File: config.mk
export PLATFORM = sky130hd
export DESIGN_NAME = pfa_victim
export DESIGN_NICKNAME = d
export VERILOG_FILES = /design/src/hdl/pfa_pkg.sv /design/src/hdl/pfa_victim.sv
export SDC_FILE = /design/constraint.sdc
export NUM_CORES = 1
export LEC_CHECK = 0
export ABC_AREA = 0
export BUFFER_PORTS_ARGS = -buffer_cell sky130_fd_sc_hd__buf_2
export CAP_MARGIN = 40
export CORE_AREA = 4 4 94 96
export CTS_CLUSTER_SIZE = 14
export DETAILED_ROUTE_END_ITERATION = 10
export DIE_AREA = 0 0 98 100
export PLACE_DENSITY = 0.55
export SLEW_MARGIN = 0
export SYNTH_ARGS = -nofsm -noshare
export SYNTH_HDL_FRONTEND = slang
export SYNTH_SLANG_ARGS = --single-unit
File: constraint.sdc
create_clock -name aclk -period 12.2 [get_ports aclk]
set_clock_uncertainty 0.1 [all_clocks]
set_input_delay 2.44 -clock aclk [delete_from_list [all_inputs] [get_ports aclk]]
set_output_delay 2.44 -clock aclk [all_outputs]
set_load 0.02 [all_outputs]
File: src/hdl/pfa_pkg.sv
// ----------------------------------------------------------------------------
// pfa_pkg
// Types and codes of the page frame allocator.
// ----------------------------------------------------------------------------
`default_nettype none

package pfa_pkg;

    typedef struct packed {
        logic [2:0]  mode;
        logic [9:0]  frame;
        logic [2:0]  frame_kind;
        logic [19:0] vpage;
        logic [15:0] owner_tag;
        logic [31:0] age;
    } pfa_in_t;

    typedef struct packed {
        logic [1:0]  status;
        logic [9:0]  frame_out;
        logic        evicted;
        logic [19:0] evicted_vpage;
        logic [15:0] evicted_owner;
        logic [10:0] free_count;
    } pfa_out_t;

    typedef struct packed {
        logic [2:0] kind;
        logic       alloc;
        logic       pageable;
        logic       on_list;
    } pfa_flags_t;

    typedef struct packed {
        logic flag;
        logic age;
        logic pv;
        logic fifo;
    } pfa_mem_we_t;

    typedef enum logic [3:0] {
        ST_CLEAR, ST_IDLE, ST_LOOK, ST_EXEC, ST_POP, ST_POPW,
        ST_SCAN, ST_VICT, ST_VICTW, ST_FIN
    } pfa_state_t;

    localparam logic [2:0] MODE_ADD      = 3'd0;
    localparam logic [2:0] MODE_ALLOC    = 3'd1;
    localparam logic [2:0] MODE_ALLOC_PG = 3'd2;
    localparam logic [2:0] MODE_FREE     = 3'd3;
    localparam logic [2:0] MODE_SET_AGE  = 3'd4;

    localparam logic [1:0] STATUS_OK        = 2'd0;
    localparam logic [1:0] STATUS_NO_FREE   = 2'd1;
    localparam logic [1:0] STATUS_NOT_ALLOC = 2'd2;
    localparam logic [1:0] STATUS_NO_VICTIM = 2'd3;

    localparam logic [2:0] KIND_AVAILABLE = 3'd1;
    localparam logic [2:0] KIND_ALLOCATED = 3'd4;

endpackage

`default_nettype wire

File: src/hdl/pfa_victim.sv
// ----------------------------------------------------------------------------
// pfa_victim
// Age comparator that keeps the oldest allocated pageable frame.
// ----------------------------------------------------------------------------
`default_nettype none

module pfa_victim
    import pfa_pkg::*;
#(
    parameter int IW = 10
) (
    input  wire logic          aclk,
    input  wire logic          aresetn,
    input  wire logic          start,
    input  wire logic          cand_vld,
    input  wire logic [IW-1:0] cand_idx,
    input  wire pfa_flags_t    cand_flags,
    input  wire logic [31:0]   cand_age,
    output logic               found,
    output logic [IW-1:0]      best_idx
);

    logic          found_reg, found_next;
    logic [IW-1:0] best_idx_reg, best_idx_next;
    logic [31:0]   best_age_reg, best_age_next;
    logic          take;

    // strict less keeps the lowest index on ties
    assign take = cand_vld && cand_flags.alloc && cand_flags.pageable &&
                  (!found_reg || (cand_age < best_age_reg));

    always_comb begin
        found_next    = found_reg;
        best_idx_next = best_idx_reg;
        best_age_next = best_age_reg;
        if (start) begin
            found_next = 1'b0;
        end else if (take) begin
            found_next    = 1'b1;
            best_idx_next = cand_idx;
            best_age_next = cand_age;
        end
    end

    always_ff @(posedge aclk) begin
        if (!aresetn) begin
            found_reg <= 1'b0;
        end else begin
            found_reg <= found_next;
        end
        best_idx_reg <= best_idx_next;
        best_age_reg <= best_age_next;
    end

    assign found    = found_reg;
    assign best_idx = best_idx_reg;

endmodule

`default_nettype wire

==> results.py, run 1 <==
metrics = {
    "floorplanning": {
        "placement_rows": 33,
        "core_area_sq_um": 8050,
        "pin_count": 63,
        "die_w_um": 98,
        "initial_utilization_pct": 26.2,
        "die-area_sq_um": 9800,
        "die_height_um": 100,
    },
    "cts": {
        "clock_latency_ns": 0.30,
        "cts_tree": "yes",
        "cts_inserted_buffers": 5,
        "cts_root_buf": "sky130_fd_sc_hd__clkbuf_8",
        "post_cts_hold_buffer_count": 0,
        "clock_tree.buffer_depth": 2,
        "cts.htree.levels": 2,
        "post_cts.repair.setup_buffers": 0,
        "cts_sinks": 43,
        "path_clk_slew_ns": 0.09,
        "ctsResizeCount": 0,
    },
    "layout": {
        "syn2layout_area_growth_pct": 25.1,
        "largest_reg_flops": 32,
        "antenna-diode-count": 0,
        "fillers": 851,
        "area_of_the_multi_input_gates_sq_um": 724,
        "share_of_cells_above_drive_strength_1_pct": 33.0,
        "nNetsFinal": 303,
        "flip_flop_and_latch_area_sq_um": 1280,
    },
    "global_routing": {
        "pin_count_of_the_biggest_net_entering_global_routing": 28,
        "grt_use_total_pct": 8.39,
        "grt-ovfl-total": 0,
        "grt_pass1_wl_um": 6400,
        "grt_pass1_vias": 1398,
        "grt_antenna_before_repair": 0,
    },
    "logic_synthesis": {
        "yosysWarningCount": 0,
        "post_synth_most_frequent_cells": "42 x sky130_fd_sc_hd__edfxtp_1, 31 x sky130_fd_sc_hd__ha_1, 31 x sky130_fd_sc_hd__inv_1",
        "synthMostInstantiatedCell": "sky130_fd_sc_hd__edfxtp_1",
        "syn_area_per_cell_sq_um": 13.7,
        "synth-main-ff-cell": "sky130_fd_sc_hd__edfxtp_1",
        "ys_types": 26,
        "syn_inst": 154,
        "synth-edff-count": 42,
        "synthDominantAreaCellType": "sky130_fd_sc_hd__edfxtp_1",
        "flops_latches_synth": 43,
        "ys_seq_area_share_pct": 60.7,
        "synthesis.area_sq_um": 2110,
        "syn-num-nets": 237,
        "netlist.area_leader.share_pct": 59.8,
        "synthTopCellsByArea": "sky130_fd_sc_hd__edfxtp_1 60%, sky130_fd_sc_hd__ha_1 18%, sky130_fd_sc_hd__inv_1 5.5%",
        "async_reset_ff_share_pct": 0,
    },
    "pwr": {
        "switching_share_pct": 23.8,
        "power-per-cell-area_nw_per_um2": 109,
        "total_leakage_power_nw": 1.20,
        "p_seq_share_pct": 57.8,
        "share_clk_of_total_power_pct": 32.6,
        "internal_power_w": 0.000219,
        "comb_power_share_pct": 9.7,
        "max-vdd-ir-drop_mv": 0.0368,
        "power.switching_w": 0.0000682,
    },
    "worst_setup_path": {
        "timing_worst_setup_path_type": "input port to register",
        "worst-endpoint-required_ns": 12.06,
        "critical_path_peak_fanout": 27,
        "start_kind": "input port",
        "timing.critical_path.to_type": "register",
        "critical_path_arrival_ns": 4.81,
    },
    "placement": {
        "post-place-ws_ns": 6.87,
        "io_buffer_count": 58,
        "dp_hpwl_um": 3000,
        "gp_congestion": 0.711,
    },
    "timing": {
        "slew_at_the_pin_closest_to_its_max_slew_limit_ns": 0.554,
        "period_needed_ns": 4.94,
        "final_max_slew_viol_count": 0,
        "max_slew_margin_pct": 63.0,
        "setup_total_negative_slack_ns": 0,
        "timing.final.setup_violations": 0,
        "rsz0062_at_grt": "false",
        "period_share_pct": 40.5,
        "max_clock_freq_ghz": 0.202,
        "final-hold-violation-count": 0,
        "timing.final.ws_setup_ns": 7.26,
    },
    "routing": {
        "vias": 1374,
        "drt_first_pass_iters": 4,
        "wirelength_um": 3900,
        "detail_route.drc_violations": 0,
        "antenna_left": 0,
        "via_per_inst": 4.21,
        "first_iter_violations": 37,
        "post_drt_wl_per_cell_um": 12.0,
    },
    "outcome": {
        "outcome": "completed",
    },
    "run": {
        "timing.max_cap.violations": 0,
    },
    "worst_hold_path": {
        "min_path_type": "register to register",
    },
}
## metal layers
layer	track usage, %	vias to the layer above	part of all wire [%]
met1	9.61	648	44
met4	3.19	0	0.87
met5	0	-	0
met3	3.27	3	6.2
met2	14.2	32	49
li1	-	691	-
## metrics by stage
stage	hold slack [ns]	power, W	cells	instance area (sq um)	util, %
floorplan	0.519	0.000184	154	2110	-
global route	0.521	0.000305	326	2640	32.8
CTS	0.474	0.000294	326	2640	32.8
finish	0.479	0.000287	326	2640	32.8
detailed placement	0.462	0.000197	318	2550	31.7
global placement	0.454	0.000196	318	2550	31.7
## cells in the final DEF, fill, tap and decap left out, types with 2 or more instances in the layout
cell	count
sky130_fd_sc_hd__a21oi_1	7
sky130_fd_sc_hd__o21ai_0	2
sky130_fd_sc_hd__o31ai_1	2
sky130_fd_sc_hd__nand4_1	3
sky130_fd_sc_hd__edfxtp_1	42
sky130_fd_sc_hd__a31oi_1	2
sky130_fd_sc_hd__ha_1	31
sky130_fd_sc_hd__nor2_1	4
sky130_fd_sc_hd__inv_1	31
sky130_fd_sc_hd__a21o_1	5
sky130_fd_sc_hd__buf_2	58
sky130_fd_sc_hd__clkbuf_8	5
sky130_fd_sc_hd__nand2_1	4
sky130_fd_sc_hd__nand3_1	6
sky130_fd_sc_hd__clkinvlp_4	2
## worst paths after layout
path	start	end	slack, ns	depth (start not counted)
setup / recovery	cand_age[14]	best_age_reg[4]	7.26	9
hold / removal	found	found	0.48	2
setup reg to reg	best_age_reg[11]	best_age_reg[4]	9.16	9
hold reg to reg	found	found	0.48	2
## cells by family after synthesis
| logic type | share of synthesized area (%) |
|---|---|
| buf+inv | 5.51 |
| compound gates | 9.31 |
| simple gates | 6.11 |
| fa+ha+maj | 18.4 |
| flops | 60.7 |
## power groups by stage
stage / Combinational [W] / Sequential [W] / Clock, W
floorplan: 0.0000135 / 0.000170 / 0
global placement: 0.0000275 / 0.000169 / 0
detailed placement: 0.0000282 / 0.000169 / 0
CTS: 0.0000284 / 0.000166 / 0.0000996
global route: 0.0000319 / 0.000166 / 0.000107
finish: 0.0000277 / 0.000166 / 0.0000934
## critical path, cell delays in order
cell,delay [ns]
sky130_fd_sc_hd__buf_2,0.11
sky130_fd_sc_hd__ha_1,0.33
sky130_fd_sc_hd__a21oi_2,0.14
sky130_fd_sc_hd__nand2_1,0.06
sky130_fd_sc_hd__a221o_1,0.33
sky130_fd_sc_hd__a31oi_1,0.25
sky130_fd_sc_hd__o31ai_1,0.16
sky130_fd_sc_hd__a21oi_4,0.50
sky130_fd_sc_hd__buf_4,0.45
## layout make-up
cell class	instances	share of cell area (%)
Tap cell	105	4.98
Sequential cell	43	48.5
Clock buffer	5	2.61
Multi-Input combinational cell	80	27.4
Timing Repair Buffer	59	11.3
Inverter	31	4.41
Clock inverter	3	0.758
(Power assumes the default switching activity.)
==> run 2: changes to the inputs <==
- clock period: 12.2 -> 4.6 ns (I/O delays scaled with it)
==> run 2 against run 1 <==
Net effect:
- combinational power grew to 2.6 times the previous value
- via count unchanged
- power rose to 2.8 times the previous value
- cell count is 0.31% higher
- flip-flop and latch count stayed put
- largest cell class unchanged
==> results.py, run 2 (synthesized netlist as in run 1, its figures left out) <==
metrics = {
    "pwr": {
        "total_leakage_power_nw": 1.22,
        "share_clk_of_total_power_pct": 35.6,
        "p_seq_share_pct": 55.2,
        "power.switching_w": 0.000163,
        "max-vdd-ir-drop_mv": 0.128,
        "switching_share_pct": 20.5,
        "comb_power_share_pct": 9.2,
        "power-per-cell-area_nw_per_um2": 298,
        "internal_power_w": 0.000633,
        "finalPower_w": 0.000796,
    },
    "worst_hold_path": {
        "min_path_type": "register to register",
    },
    "outcome": {
        "outcome": "completed",
    },
    "layout": {
        "syn2layout_area_growth_pct": 26.3,
        "antenna-diode-count": 0,
        "layout_commonest_cell": "sky130_fd_sc_hd__buf_2",
        "largest_reg_flops": 32,
        "nNetsFinal": 304,
        "final_cell_mix": "58 x sky130_fd_sc_hd__buf_2, 42 x sky130_fd_sc_hd__edfxtp_1, 31 x sky130_fd_sc_hd__inv_1, 31 x sky130_fd_sc_hd__ha_1, 7 x sky130_fd_sc_hd__a21oi_1",
        "share_of_cells_above_drive_strength_1_pct": 32.9,
    },
    "timing": {
        "setup_total_negative_slack_ns": 0,
        "slew_at_the_pin_closest_to_its_max_slew_limit_ns": 0.456,
        "period_needed_ns": 3.10,
        "max_slew_margin_pct": 69.3,
        "rsz0062_at_grt": "false",
        "final-hold-violation-count": 0,
        "period_share_pct": 67.4,
        "max_clock_freq_ghz": 0.322,
        "final_max_slew_viol_count": 0,
        "timing.final.setup_violations": 0,
    },
    "worst_setup_path": {
        "critical_path_peak_fanout": 18,
        "worst-endpoint-required_ns": 4.48,
        "reg_to_reg_setup_timing_slack_ns": 1.88,
        "worstSetupEndpoint": "best_age_reg[25]",
        "timing_worst_setup_path_type": "input port to register",
        "worstReg2RegStart": "best_age_reg[14]",
        "start_kind": "input port",
        "timing.critical_path.from": "cand_age[14]",
        "reg2regPathDepth": 9,
        "critical_path_arrival_ns": 2.98,
        "regToRegEndpoint": "best_age_reg[25]",
        "timing.critical_path.to_type": "register",
    },
    "floorplanning": {
        "placement_rows": 33,
        "die_height_um": 100,
        "die-area_sq_um": 9800,
        "core_area_sq_um": 8050,
        "pin_count": 63,
        "initial_utilization_pct": 26.2,
        "die_w_um": 98,
    },
    "run": {
        "timing.max_cap.violations": 0,
    },
    "cts": {
        "ctsResizeCount": 0,
        "path_clk_slew_ns": 0.08,
        "post_cts.repair.setup_buffers": 0,
        "clock_tree.buffer_depth": 2,
        "clock_latency_ns": 0.29,
        "cts_root_buf": "sky130_fd_sc_hd__clkbuf_8",
        "cts_sinks": 43,
        "cts_tree": "yes",
        "post_cts_hold_buffer_count": 0,
        "cts.htree.levels": 2,
        "cts_inserted_buffers": 5,
    },
    "routing": {
        "wirelength_um": 3750,
        "antenna_left": 0,
        "drt_first_pass_iters": 2,
        "first_iter_violations": 18,
        "vias": 1374,
        "post_drt_wl_per_cell_um": 11.5,
        "via_per_inst": 4.20,
        "detail_route.drc_violations": 0,
    },
    "global_routing": {
        "grt_pass1_wl_um": 6120,
        "pin_count_of_the_biggest_net_entering_global_routing": 19,
        "grt-ovfl-total": 0,
        "grt_use_total_pct": 7.92,
        "grt_antenna_before_repair": 0,
        "grt_pass1_vias": 1344,
    },
    "placement": {
        "gp_congestion": 0.705,
        "dp_hpwl_um": 3050,
        "io_buffer_count": 58,
    },
}
-- run 2: cell types whose count changed in the layout (fill, tap and decap cells not counted), sizes merged --
| cell | previous run | this run |
|---|---|---|
| clkinvlp | 2 | 0 |
| buf | 59 | 60 |
| bufinv | 0 | 1 |
| clkinv | 1 | 2 |
-- run 2: per-layer routing --
metal	track usage [%]	vias to the layer above	part of all wire, %	wire length [um]
met5	0	-	0	0
met3	2.78	8	7.2	268
met4	2.56	0	1.3	48
met1	10.2	630	45	1700
met2	12.5	39	46	1730
li1	-	697	-	-
-- run 2: layout make-up --
class	instances	area, sq um
fillers	808	5390
flip-flops and latches	43	1280
multi-input cells	80	724
repair buffers	60	305
well taps	105	131
inverters	31	116
clock buffers	5	68.8
clock inverters	3	38.8
-- run 2: worst min path at each step --
| stage | start | end | cells past startpoint |
|---|---|---|---|
| after CTS | found | found | 2 |
| after global placement | found | found | 2 |
| after detailed placement | found | found | 2 |
| after floorplan | found | found | 2 |
| after global routing | found | found | 2 |
| final | found | found | 2 |
-- run 2: power groups by stage --
| stage | Clock, W | Combinational (W) | Sequential, W |
|---|---|---|---|
| after floorplan | 0 | 0.0000360 | 0.000451 |
| after global placement | 0 | 0.0000733 | 0.000448 |
| after detailed placement | 0 | 0.0000749 | 0.000448 |
| after CTS | 0.000300 | 0.0000755 | 0.000439 |
| after global routing | 0.000324 | 0.0000850 | 0.000440 |
| final | 0.000283 | 0.0000731 | 0.000439 |
-- run 2: stage by stage --
step	worst slack [ns]	hold WS [ns]	std cells	utilization [%]	cell area (sq um)
floorplan	0.921	0.519	154	-	2110
global placement	1.14	0.458	319	31.8	2560
detailed placement	1.10	0.478	319	31.8	2560
CTS	1.42	0.488	327	33.1	2670
global route	1.31	0.564	327	33.1	2670
finish	1.50	0.486	327	33.1	2670
-- run 2: worst max-delay path: stages --
cell and delay, ns:
sky130_fd_sc_hd__buf_2 0.11, sky130_fd_sc_hd__ha_1 0.33, sky130_fd_sc_hd__a21oi_2 0.14, sky130_fd_sc_hd__nand2_1 0.06
sky130_fd_sc_hd__a221o_1 0.34, sky130_fd_sc_hd__a31oi_1 0.18, sky130_fd_sc_hd__o31ai_1 0.14, sky130_fd_sc_hd__a21oi_4 0.40
sky130_fd_sc_hd__buf_4 0.35
